==> config.mk <==
export PLATFORM = sky130hd
export DESIGN_NAME = sensor_hub_accel_report_parser_core
export DESIGN_NICKNAME = d
export VERILOG_FILES = /design/src/design/shap_pkg.sv /design/src/design/sensor_hub_accel_report_parser_core.sv /design/src/design/shap_ctrl.sv /design/src/design/shap_dpath.sv
export SDC_FILE = /design/constraint.sdc
export NUM_CORES = 1
export LEC_CHECK = 0
export BUFFER_PORTS_ARGS = -buffer_cell sky130_fd_sc_hd__buf_2
export CAP_MARGIN = 20
export CORE_MARGIN = 3
export CORE_UTILIZATION = 24
export CTS_CLUSTER_DIAMETER = 50
export CTS_CLUSTER_SIZE = 25
export DETAILED_ROUTE_END_ITERATION = 8
export PLACE_DENSITY_LB_ADDON = 0.25
export RECOVER_POWER = 100
export SETUP_SLACK_MARGIN = 0.5
export SYNTH_ARGS = -nofsm -noshare
export SYNTH_HDL_FRONTEND = slang
export SYNTH_HIERARCHICAL = 1
export SYNTH_SLANG_ARGS = --single-unit
==> constraint.sdc <==
create_clock -name clk -period 21.9 [get_ports clk]
set_input_delay 1.095 -clock clk [delete_from_list [all_inputs] [get_ports clk]]
set_output_delay 1.095 -clock clk [all_outputs]
set_load 0.005 [all_outputs]
==> src/design/shap_pkg.sv <==
`default_nettype none

package shap_pkg;

  // Packet layout
  localparam int HEADER_BYTES = 4;
  localparam int REPORT_BYTES = 10;
  localparam int ROOT_STEPS   = 16;

  // Largest magnitude the square root can give from three 16-bit axes
  localparam logic [15:0] MAG_MAX = 16'd56755;

  // Configuration register indexes
  localparam int          CFG_IDX_W          = 8;
  localparam logic [7:0]  REG_REPORT_CHANNEL = 8'd0;
  localparam logic [7:0]  REG_ACCEL_ID       = 8'd1;

  // Axis select for the shared squarer
  localparam logic [1:0] AXIS_X = 2'd0;
  localparam logic [1:0] AXIS_Y = 2'd1;
  localparam logic [1:0] AXIS_Z = 2'd2;

  typedef enum logic [1:0] {
    STAT_NEW       = 2'd0,
    STAT_BAD_LEN   = 2'd1,
    STAT_WRONG_CHN = 2'd2,
    STAT_NONE      = 2'd3
  } status_t;

  typedef enum logic [2:0] {
    S_IDLE,
    S_PARSE,
    S_SQ_X,
    S_SQ_Y,
    S_SQ_Z,
    S_SQ_SUM,
    S_ROOT,
    S_DONE
  } state_t;

  typedef struct packed {
    logic       latch_in;
    logic       commit;
    logic       sq_load;
    logic [1:0] sq_sel;
    logic       acc_first;
    logic       acc_add;
    logic       root_init;
    logic       root_step;
    logic       load_result;
  } ctrl_cmd_t;

  typedef struct packed {
    logic emit_now;
    logic start_calc;
    logic out_free;
    logic root_last;
  } ctrl_sts_t;

endpackage

`default_nettype wire

==> src/design/sensor_hub_accel_report_parser_core.sv <==
// Channel  Handshake           Payload
// in       in_valid/in_stall   rx_byte, first_byte
// out      out_valid/out_stall magnitude, status, accel_x, accel_y, accel_z
// cfg      cfg_valid/cfg_ready cfg_index, cfg_data
//
// A request is taken, then decoded and applied; the decode waits while an
// immediate result has nowhere to go. The byte that closes a matching report
// goes on to three squares through one shared multiplier plus the sum, the
// 16-step radix-2 square root unit and the load of the output register.
// Reset (rst, synchronous) clears the parser and returns the registers to
// channel 3, report id 1. A full output register stalls decode and result load.
`default_nettype none

module sensor_hub_accel_report_parser_core #(
  parameter int MAX_PACKET_BYTES = 512
) (
  input  wire                           clk,
  input  wire                           rst,
  input  wire                           in_valid,
  output logic                          in_stall,
  input  wire [7:0]                     rx_byte,
  input  wire                           first_byte,
  output logic                          out_valid,
  input  wire                           out_stall,
  output logic [15:0]                   magnitude,
  output logic [1:0]                    status,
  output logic signed [15:0]            accel_x,
  output logic signed [15:0]            accel_y,
  output logic signed [15:0]            accel_z,
  input  wire                           cfg_valid,
  output logic                          cfg_ready,
  input  wire [shap_pkg::CFG_IDX_W-1:0] cfg_index,
  input  wire [7:0]                     cfg_data
);
  import shap_pkg::*;

  ctrl_cmd_t cmd;
  ctrl_sts_t sts;

  // Sequence each request: take, decode, and for a matching report
  // square, sum and root before loading the output register.
  shap_ctrl u_ctrl (
    .clk      (clk),
    .rst      (rst),
    .in_valid (in_valid),
    .in_stall (in_stall),
    .sts      (sts),
    .cmd      (cmd)
  );

  // Hold parser state, configuration, the arithmetic and the output register.
  shap_dpath #(
    .MAX_PACKET_BYTES (MAX_PACKET_BYTES)
  ) u_dpath (
    .clk        (clk),
    .rst        (rst),
    .cmd        (cmd),
    .sts        (sts),
    .rx_byte    (rx_byte),
    .first_byte (first_byte),
    .out_valid  (out_valid),
    .out_stall  (out_stall),
    .magnitude  (magnitude),
    .status     (status),
    .accel_x    (accel_x),
    .accel_y    (accel_y),
    .accel_z    (accel_z),
    .cfg_valid  (cfg_valid),
    .cfg_ready  (cfg_ready),
    .cfg_index  (cfg_index),
    .cfg_data   (cfg_data)
  );

endmodule

`default_nettype wire

==> src/design/shap_ctrl.sv <==
`default_nettype none

module shap_ctrl (
  input  wire                   clk,
  input  wire                   rst,
  input  wire                   in_valid,
  output logic                  in_stall,
  input  shap_pkg::ctrl_sts_t   sts,
  output shap_pkg::ctrl_cmd_t   cmd
);
  import shap_pkg::*;

  state_t state;
  state_t state_next;

  always_ff @(posedge clk) begin
    if (rst) begin
      state <= S_IDLE;
    end else begin
      state <= state_next;
    end
  end

  always_comb begin
    state_next = state;
    case (state)
      S_IDLE: begin
        if (in_valid) begin
          state_next = S_PARSE;
        end
      end
      S_PARSE: begin
        if (sts.start_calc) begin
          state_next = S_SQ_X;
        end else if (!sts.emit_now || sts.out_free) begin
          state_next = S_IDLE;
        end
      end
      S_SQ_X:   state_next = S_SQ_Y;
      S_SQ_Y:   state_next = S_SQ_Z;
      S_SQ_Z:   state_next = S_SQ_SUM;
      S_SQ_SUM: state_next = S_ROOT;
      S_ROOT: begin
        if (sts.root_last) begin
          state_next = S_DONE;
        end
      end
      S_DONE: begin
        if (sts.out_free) begin
          state_next = S_IDLE;
        end
      end
      default: state_next = S_IDLE;
    endcase
  end

  always_comb begin
    cmd      = '0;
    in_stall = 1'b1;
    case (state)
      S_IDLE: begin
        in_stall     = 1'b0;
        cmd.latch_in = in_valid;
      end
      S_PARSE: begin
        // hold the byte while an immediate result has nowhere to go
        cmd.commit = !sts.emit_now || sts.out_free;
      end
      S_SQ_X: begin
        cmd.sq_load = 1'b1;
        cmd.sq_sel  = AXIS_X;
      end
      S_SQ_Y: begin
        cmd.sq_load   = 1'b1;
        cmd.sq_sel    = AXIS_Y;
        cmd.acc_first = 1'b1;
      end
      S_SQ_Z: begin
        cmd.sq_load = 1'b1;
        cmd.sq_sel  = AXIS_Z;
        cmd.acc_add = 1'b1;
      end
      S_SQ_SUM: begin
        cmd.root_init = 1'b1;
      end
      S_ROOT: begin
        cmd.root_step = 1'b1;
      end
      S_DONE: begin
        cmd.load_result = sts.out_free;
      end
      default: begin
        cmd = '0;
      end
    endcase
  end

endmodule

`default_nettype wire

==> src/design/shap_dpath.sv <==
`default_nettype none

module shap_dpath #(
  parameter int MAX_PACKET_BYTES = 512
) (
  input  wire                           clk,
  input  wire                           rst,
  input  shap_pkg::ctrl_cmd_t           cmd,
  output shap_pkg::ctrl_sts_t           sts,
  input  wire [7:0]                     rx_byte,
  input  wire                           first_byte,
  output logic                          out_valid,
  input  wire                           out_stall,
  output logic [15:0]                   magnitude,
  output logic [1:0]                    status,
  output logic signed [15:0]            accel_x,
  output logic signed [15:0]            accel_y,
  output logic signed [15:0]            accel_z,
  input  wire                           cfg_valid,
  output logic                          cfg_ready,
  input  wire [shap_pkg::CFG_IDX_W-1:0] cfg_index,
  input  wire [7:0]                     cfg_data
);
  import shap_pkg::*;

  localparam int          PosW       = $clog2(MAX_PACKET_BYTES + 1);
  localparam logic [15:0] MaxLen     = 16'(MAX_PACKET_BYTES);
  localparam logic [14:0] MinLen     = 15'(HEADER_BYTES);
  localparam logic [14:0] MinRptLen  = 15'(HEADER_BYTES + REPORT_BYTES);
  localparam logic [3:0]  RptLast    = 4'(REPORT_BYTES - 1);
  localparam logic [3:0]  RootLast   = 4'(ROOT_STEPS - 1);

  // Configuration
  logic [7:0] report_channel;
  logic [7:0] accel_report_id;

  // Latched input byte
  logic [7:0] rx_q;
  logic       first_q;

  // Parser state
  logic [PosW-1:0] byte_position;
  logic [7:0]      length_low_byte;
  logic [14:0]     packet_length;
  logic [3:0]      report_position;
  logic            report_matches;
  logic [15:0]     axis_values [3];
  logic [15:0]     held_magnitude;
  logic            packet_finished;

  // Squarer and root unit
  logic [31:0] prod;
  logic [31:0] acc;
  logic [31:0] rad;
  logic [17:0] rem;
  logic [15:0] root;
  logic [3:0]  root_cnt;

  // Output register payload
  status_t status_q;

  // Decode of the latched byte
  logic            active;
  logic [PosW-1:0] pos;
  logic [PosW-1:0] pos_next;
  logic [3:0]      rp;
  logic [3:0]      rp_next;
  logic            match_next;
  logic            in_body;
  logic            axis_wr;
  logic [1:0]      axis_idx;
  logic [3:0]      axis_off;
  logic [14:0]     len_hdr;
  logic            emit_now;
  logic            start_calc;
  status_t         emit_code;

  logic [15:0] sq_in;
  logic [15:0] sq_abs;
  logic [31:0] sq;
  logic [19:0] rem_sh;
  logic [19:0] trial;
  logic [19:0] diff;
  logic        root_ge;

  assign cfg_ready = 1'b1;

  always_ff @(posedge clk) begin
    if (rst) begin
      report_channel  <= 8'd3;
      accel_report_id <= 8'd1;
    end else if (cfg_valid) begin
      case (cfg_index)
        REG_REPORT_CHANNEL: report_channel  <= cfg_data;
        REG_ACCEL_ID:       accel_report_id <= cfg_data;
        default:            ;
      endcase
    end
  end

  always_ff @(posedge clk) begin
    if (cmd.latch_in) begin
      rx_q    <= rx_byte;
      first_q <= first_byte;
    end
  end

  always_comb begin
    active     = first_q || !packet_finished;
    pos        = first_q ? '0 : byte_position;
    pos_next   = pos + PosW'(1);
    rp         = first_q ? 4'd0 : report_position;
    len_hdr    = {rx_q[6:0], length_low_byte};
    in_body    = (pos >= PosW'(HEADER_BYTES));
    axis_wr    = in_body && (rp inside {[4'd4:4'd9]});
    axis_off   = rp - 4'd4;
    axis_idx   = axis_off[2:1];
    rp_next    = rp;
    match_next = first_q ? 1'b0 : report_matches;
    if (in_body) begin
      rp_next = (rp == RptLast) ? 4'd0 : rp + 4'd1;
      if (rp == 4'd0) begin
        match_next = (rx_q == accel_report_id);
      end
    end

    emit_now   = 1'b0;
    start_calc = 1'b0;
    emit_code  = STAT_NONE;
    if (active) begin
      if (pos == PosW'(0)) begin
        emit_now = 1'b0;
      end else if (pos == PosW'(1)) begin
        if (len_hdr < MinLen || {1'b0, len_hdr} > MaxLen) begin
          emit_now  = 1'b1;
          emit_code = STAT_BAD_LEN;
        end
      end else if (pos == PosW'(2)) begin
        if (rx_q != report_channel || packet_length < MinRptLen) begin
          emit_now  = 1'b1;
          emit_code = STAT_WRONG_CHN;
        end
      end else if (in_body && rp == RptLast && report_matches) begin
        start_calc = 1'b1;
      end else if (16'(pos_next) >= {1'b0, packet_length}) begin
        emit_now  = 1'b1;
        emit_code = STAT_NONE;
      end
    end
  end

  always_ff @(posedge clk) begin
    if (rst) begin
      byte_position   <= '0;
      length_low_byte <= '0;
      packet_length   <= '0;
      report_position <= '0;
      report_matches  <= 1'b0;
      axis_values[0]  <= '0;
      axis_values[1]  <= '0;
      axis_values[2]  <= '0;
      held_magnitude  <= '0;
      packet_finished <= 1'b1;
    end else begin
      if (cmd.commit && active) begin
        byte_position   <= pos_next;
        report_position <= rp_next;
        report_matches  <= match_next;
        packet_finished <= emit_now || start_calc;
        if (pos == PosW'(0)) begin
          length_low_byte <= rx_q;
        end
        if (pos == PosW'(1)) begin
          packet_length <= len_hdr;
        end
        if (axis_wr) begin
          if (axis_off[0]) begin
            axis_values[axis_idx][15:8] <= rx_q;
          end else begin
            axis_values[axis_idx][7:0] <= rx_q;
          end
        end
      end
      if (cmd.load_result) begin
        held_magnitude <= root;
      end
    end
  end

  // Shared squarer: one product per cycle, registered before the add
  always_comb begin
    sq_in  = axis_values[cmd.sq_sel];
    sq_abs = sq_in[15] ? (~sq_in + 16'd1) : sq_in;
    sq     = sq_abs * sq_abs;
  end

  // Radix-2 square root, one result bit per step
  always_comb begin
    rem_sh  = {rem, rad[31:30]};
    trial   = {2'b00, root, 2'b01};
    root_ge = (rem_sh >= trial);
    diff    = rem_sh - trial;
  end

  always_ff @(posedge clk) begin
    if (cmd.sq_load) begin
      prod <= sq;
    end
    if (cmd.acc_first) begin
      acc <= prod;
    end else if (cmd.acc_add) begin
      acc <= acc + prod;
    end
    if (cmd.root_init) begin
      rad      <= acc + prod;
      rem      <= '0;
      root     <= '0;
      root_cnt <= '0;
    end else if (cmd.root_step) begin
      rad      <= {rad[29:0], 2'b00};
      root_cnt <= root_cnt + 4'd1;
      if (root_ge) begin
        rem  <= diff[17:0];
        root <= {root[14:0], 1'b1};
      end else begin
        rem  <= rem_sh[17:0];
        root <= {root[14:0], 1'b0};
      end
    end
  end

  // Output register
  always_ff @(posedge clk) begin
    if (rst) begin
      out_valid <= 1'b0;
    end else if ((cmd.commit && emit_now) || cmd.load_result) begin
      out_valid <= 1'b1;
    end else if (!out_stall) begin
      out_valid <= 1'b0;
    end
  end

  always_ff @(posedge clk) begin
    if (cmd.commit && emit_now) begin
      magnitude <= held_magnitude;
      status_q  <= emit_code;
      accel_x   <= '0;
      accel_y   <= '0;
      accel_z   <= '0;
    end else if (cmd.load_result) begin
      magnitude <= root;
      status_q  <= STAT_NEW;
      accel_x   <= axis_values[0];
      accel_y   <= axis_values[1];
      accel_z   <= axis_values[2];
    end
  end

  assign status = status_q;

  always_comb begin
    sts.emit_now   = emit_now;
    sts.start_calc = start_calc;
    sts.out_free   = !out_valid || !out_stall;
    sts.root_last  = (root_cnt == RootLast);
  end

endmodule

`default_nettype wire

# Word level (Yosys, flattened, before mapping)

Memory sizes are Yosys's and may differ from the RTL's. A register that Yosys moved wholly into a read port is not among the register bits.
Cells that the tools add are included.

Div/mod/pow operators: 0
Add/sub/neg operators: 7
$lt $le $gt $ge: 8
Multiply operators: 1
Equality and inequality tests: 19
Bitwise gates (word level): 1
Shift-type cells: 0
Multiplexer cells: 69
Reduce and logical (&&, ||, !) cells: 30

Operators by type and width:

| cell                  | number |
|---|---|
| $mux 32               | 4 |
| $mux 16               | 4 |
| $mux 1                | 41 |
| $add 32x32->32        | 1 |
| $mul 16x16->32        | 1 |
| $pmux 3 s8            | 1 |
| $ge 20x18->1          | 1 |
| $mux 18               | 1 |
| $sub 18x18->18        | 1 |
| $add 16x1->16 const B | 1 |
| $mux 2                | 8 |
| $not 16->16           | 1 |
| $reduce_or 16->1      | 1 |
| $ge 10x15->1          | 1 |
| $gt 15x10->1 const B  | 1 |
| $lt 15x3->1 const B   | 1 |
| $lt 15x4->1 const B   | 1 |
| $mux 3                | 5 |
| $eq 3x3->1 const B    | 4 |
| $mux 4                | 3 |
| $add 10x1->10 const B | 1 |
| $eq 10x1->1 const B   | 1 |
| $eq 10x2->1 const B   | 1 |
| $ge 10x3->1 const B   | 1 |
| other kinds (25)      | 49 |

Bits of input ports: 30
RAM bits: 48
Register bits: 236
Bits in latches: 0
Output and inout port bits: 69
Memory bits (read-only): 0
Logic and storage cells: 157
Memories: 1

Memory list:

| memory              | words | width | read ports | clocked after Yosys merged registers in | wr ports | RTL line         | source |
|---|---|---|---|---|---|---|---|
| u_dpath.axis_values | 3     | 16    | 4          | 3                                       | 3        | shap_dpath.sv:47 | `logic [15:0] axis_values [3];` |

# Longest topological paths before layout

Depth after elaboration: 18
Gate-level depth with buffers: 38

# Modules after synthesis

The synthesis kept the hierarchy.

By module, submodules not included:

| module     | cells an instance | times used | area an instance (µm²) |
|---|---|---|---|
| shap_dpath | 2,356             | 1          | 23,657.7 |
| shap_ctrl  | 35                | 1          | 262.8 |

# Worst setup path before layout

No wires, ideal clock.

Path kind: register to register
Start point: register u_ctrl.state[2]
End point: register u_dpath.prod[30] (data pin)
Path buffers: 3
Data arrival time: 8,047 ps
Clock period less this slack: 8,242 ps
Path slack: 13,658 ps
Stages on the path, launching flop included: 36
Library setup time: 195 ps
Cell sequence: dfxtp_1 -> inv_1 -> nor3_1 -> buf_4 -> buf_6 -> mux2_4 -> o21ai_4 -> clkbuf_1 -> ha_1 -> nand3_1 -> o31ai_1 -> xor2_1 -> inv_2 -> nand2_1 -> inv_1 -> fa_1 -> inv_1 -> fa_1 -> inv_1 -> fa_1 -> inv_1 -> fa_1 -> inv_1 -> fa_1 -> inv_1 -> fa_1 -> inv_1 -> ha_1 -> o21ai_0 -> o21ai_0 -> a221o_1 -> o221ai_1 -> a21oi_1 -> o21bai_1 -> o21ai_0 -> o311ai_0

RTL lines:

| element                | RTL line          | source |
|---|---|---|
| from (decl)            | shap_ctrl.sv:13   | `state_t state;` |
| from (signal assigned) | shap_ctrl.sv:20   | `state <= state_next;` |
| to (signal assigned)   | shap_dpath.sv:207 | `prod <= sq;` |
| to (decl)              | shap_dpath.sv:52  | `logic [31:0] prod;` |

# Final worst setup path

Start point: register u_ctrl.state[2]
End point: register u_dpath.prod[30] (data pin)

Cells in the longest elaborated chain, start to end: 7

Ends and longest elaborated chain:

| element                                  | RTL line          | source |
|---|---|---|
| $eq 3x3->1 or $eq 3x2->1 (tied branches) | shap_ctrl.sv:60   | `case (state)` |
| $pmux 3 s3 *                             | shap_ctrl.sv:60   |  |
| $mem_v2 3x16 *                           | --                |  |
| $not 16->16                              | shap_dpath.sv:193 | `sq_abs = sq_in[15] ? (~sq_in + 16'd1) : sq_in;` |
| $add 16x1->16                            | shap_dpath.sv:193 |  |
| $mux 16 *                                | shap_dpath.sv:193 |  |
| $mul 16x16->32 *                         | shap_dpath.sv:194 | `sq = sq_abs * sq_abs;` |
| net u_dpath.sq[30]                       | shap_dpath.sv:80  | `logic [31:0] sq;` |

Mark *: on every way through the listed nets, which the timed path passes. The rest lies on a longest branch.
A chain may end at the register's enable or synchronous reset.

==> metrics.txt <==
Worst-Skew Late Latency 0.59 ns; DR DRC count 0; Port Buffers 97; # IOs 99; overall power 2.944 mW; Num Clock Sinks 347; Max-Cap Viols 12; Vias about 16000; Max VDD drop 0.09410 mV; Clock Skews ~0.022 ns; Main synth FF type edfxtp_1; Reg power frac 26.2%; Die X 321.7 um; Slowest-stage cell, CP o21ai_0; CP max stage delay roughly 1.8 ns; syn_area_per_cell ~10 um^2; final net count 2849; root buffer cell clkbuf_16; Ys Warns 6; commonest cells after routing, fill and taps aside 303 x inv_1, 251 x nor2_1, 213 x nand2_1, 186 x edfxtp_1, 165 x fa_1; ys async rst share 0%; Final Hold Violating Endpoints 0; Final setup violation count 0; setup bufs post-CTS 0; Slew Limit Fails 467; synthesis-to-layout area growth 14.71%; most common cell after layout, fill and taps aside inv_1; crit path launch type flop; PwrDens 107.3 nW/um^2; global route total overflow 0; CTS tree built; Seq cells post-synth 347; Max Clk Rate 79.33 MHz; DP HPWL 45040 um; synthesized cell area approximately 24000 um^2; Num CTS Buffers 47; Psw 1.163 mW; global-route wire length before repair 95400 um; RSZ-0062 raised after global routing false; area occupied by multi-input gates 13590 um^2; die footprint 103500 um^2; Core ar. ~99000 um^2; Final Util 27.84%; Placed Area approximately 26000 um^2; antenna violations before repair 0; worst path required time roughly 22 ns; Post-synth EDFFs 186; num rows 115; Post-Route WL 59260 um; Worst R2R Path Depth 32; vias in the first global route about 17000; crit-path max FO 19; clock slew at reported path FFs 0.07 ns; FF/Latch Area 8808 um^2; CP dominant cell by count inv_1; ratio of final minimum period to clock period a little under three fifths; minimum clock period 12.61 ns; Setup TNS Final 0 ns; largest net degree at the start of global routing 60; DR pass1 iterations 7; Synth Instances 2391; WHS Path Cells 2; RePlAce Congestion 0.7877; post_cts resized 0; Cell Int Power 1.781 mW; Die Y 321.7 um; Worst-Margin Slew 3.652 ns; Crit Path Class reg2reg; initial drt markers 756; Slew HR -143.5%; CP Capture Type flop; Distinct cells, synth 83; outcome finished with violations; wire per inst 15.51 um; violated checks capacitance limit, slew limit; number of routed nets with antenna violations 0; clock buffer depth 3; fraction of layout cells with a size suffix above 1 approximately 7.8%; register area share after synthesis between 30% and 40%; Initial Util 24.27%; P_leak 11.30 nW; cts hold-fix bufs 0; Switching Fraction 39.50%; H-tree Lvls 2; worst path arrival time 12.98 ns; Design Area, Final 27440 um^2; via/cell ratio 4.270; Antenna diodes 0; Hold Crit Class reg2reg; Logic pwr share 46.3%; Total Routing Usage GR 11.54%; fill cell count 10420; clock share of power 27.5%
## power groups by stage
stage | combinational (mW) | clock (mW) | sequential [mW]
global placement | 1.41 | 0 | 0.787
global route | 1.56 | 0.863 | 0.774
floorplan | 1.04 | 0 | 0.779
CTS | 1.41 | 0.840 | 0.773
finish | 1.36 | 0.810 | 0.773
detailed placement | 1.39 | 0 | 0.787
## per-layer routing
layer,track usage [%],up-vias,wire length (um)
li1,-,8181,-
met1,15.31,7829,27460
met2,19.37,245,28000
met3,2.281,56,2783
met4,2.635,0,1020
met5,0,-,0
## sequential cells by signal, summed over array words and instances, names as in the netlist, 18 cells and up
| register | flops |
|---|---|
| u_dpath/rad | 32 |
| u_dpath/rem | 18 |
| u_dpath/axis_values | 64 |
| u_dpath/acc | 32 |
| u_dpath/prod | 31 |
## layout make-up
class                      instances  share of cell area [%]
inverter                         320                   4.378
timing repair buffer             119                   1.952
clock buffer                      54                   4.647
clock inverter                    34                   1.523
sequential                       347                   32.10
tap                             1287                   5.869
multi-input combinational       1659                   49.53
## kinds of logic after synthesis
group | share of synthesized area [%]
DFF | 36.82
xor gates and xnor gates | 4.404
adders and majority gates | 22.18
AOI/OAI and AO/OA | 8.605
and+or+nand+nor | 13.17
muxes | 8.165
other | 0.03140
buffers and inverters | 6.627
## path summary, 6_finish.rpt
kind	startpoint	to	slack, ns
setup / recovery	u_ctrl/state[2]$_SDFFE_PP0P_	u_dpath/prod[30]$_DFFE_PP_	9.29
setup reg to reg	u_ctrl/state[2]$_SDFFE_PP0P_	u_dpath/prod[30]$_DFFE_PP_	9.29
hold reg to reg	u_dpath/packet_length[13]$_SDFFE_PP0P_	u_dpath/packet_length[13]$_SDFFE_PP0P_	0.45
hold / removal	u_dpath/packet_length[13]$_SDFFE_PP0P_	u_dpath/packet_length[13]$_SDFFE_PP0P_	0.45
## cell usage after synthesis (12+ instances only)
cell type	count	share of area [%]
a21oi_1	99	2.1
nor2_1	252	4.0
nand2_1	213	3.3
fa_1	165	14
inv_2	16	0.25
a211oi_1	27	0.85
nor2b_1	15	0.39
xor2_1	50	1.8
inv_1	302	4.7
nand2b_1	24	0.63
dfxtp_1	161	13
mux4_2	15	1.4
edfxtp_1	186	23
nand3_1	25	0.52
and2_1	55	1.4
o21ai_0	83	1.7
nand4_1	12	0.31
nor3_1	25	0.52
mux2i_1	143	6.0
xnor2_1	64	2.3
clkbuf_1	77	1.2
o21a_1	12	0.38
mux2_2	15	0.71
a21o_1	29	0.91
ha_1	160	8.4
## through the flow
stage | setup WS [ns] | hold WS [ns] | instances
6_report | 9.294 | 0.4530 | 3820
5_1_grt | 8.080 | 0.4752 | 3820
4_1_cts | 12.11 | 0.4535 | 3820
3_5_place_dp | 12.15 | 0.4451 | 3732
3_3_place_gp | 12.32 | 0.4408 | 3732
2_1_floorplan | 13.66 | 0.4308 | 2417
## worst max-delay path: cells and delay by family (launching register included)
family | cells | cell delay (ns)
fa+ha+maj | 7 | 3.26
xor+xnor | 1 | 0.63
buf+inv | 8 | 2.23
simple gates | 7 | 1.70
mux | 1 | 0.42
flops | 1 | 0.41
compound gates | 8 | 3.71
(Power assumes the default switching activity.)
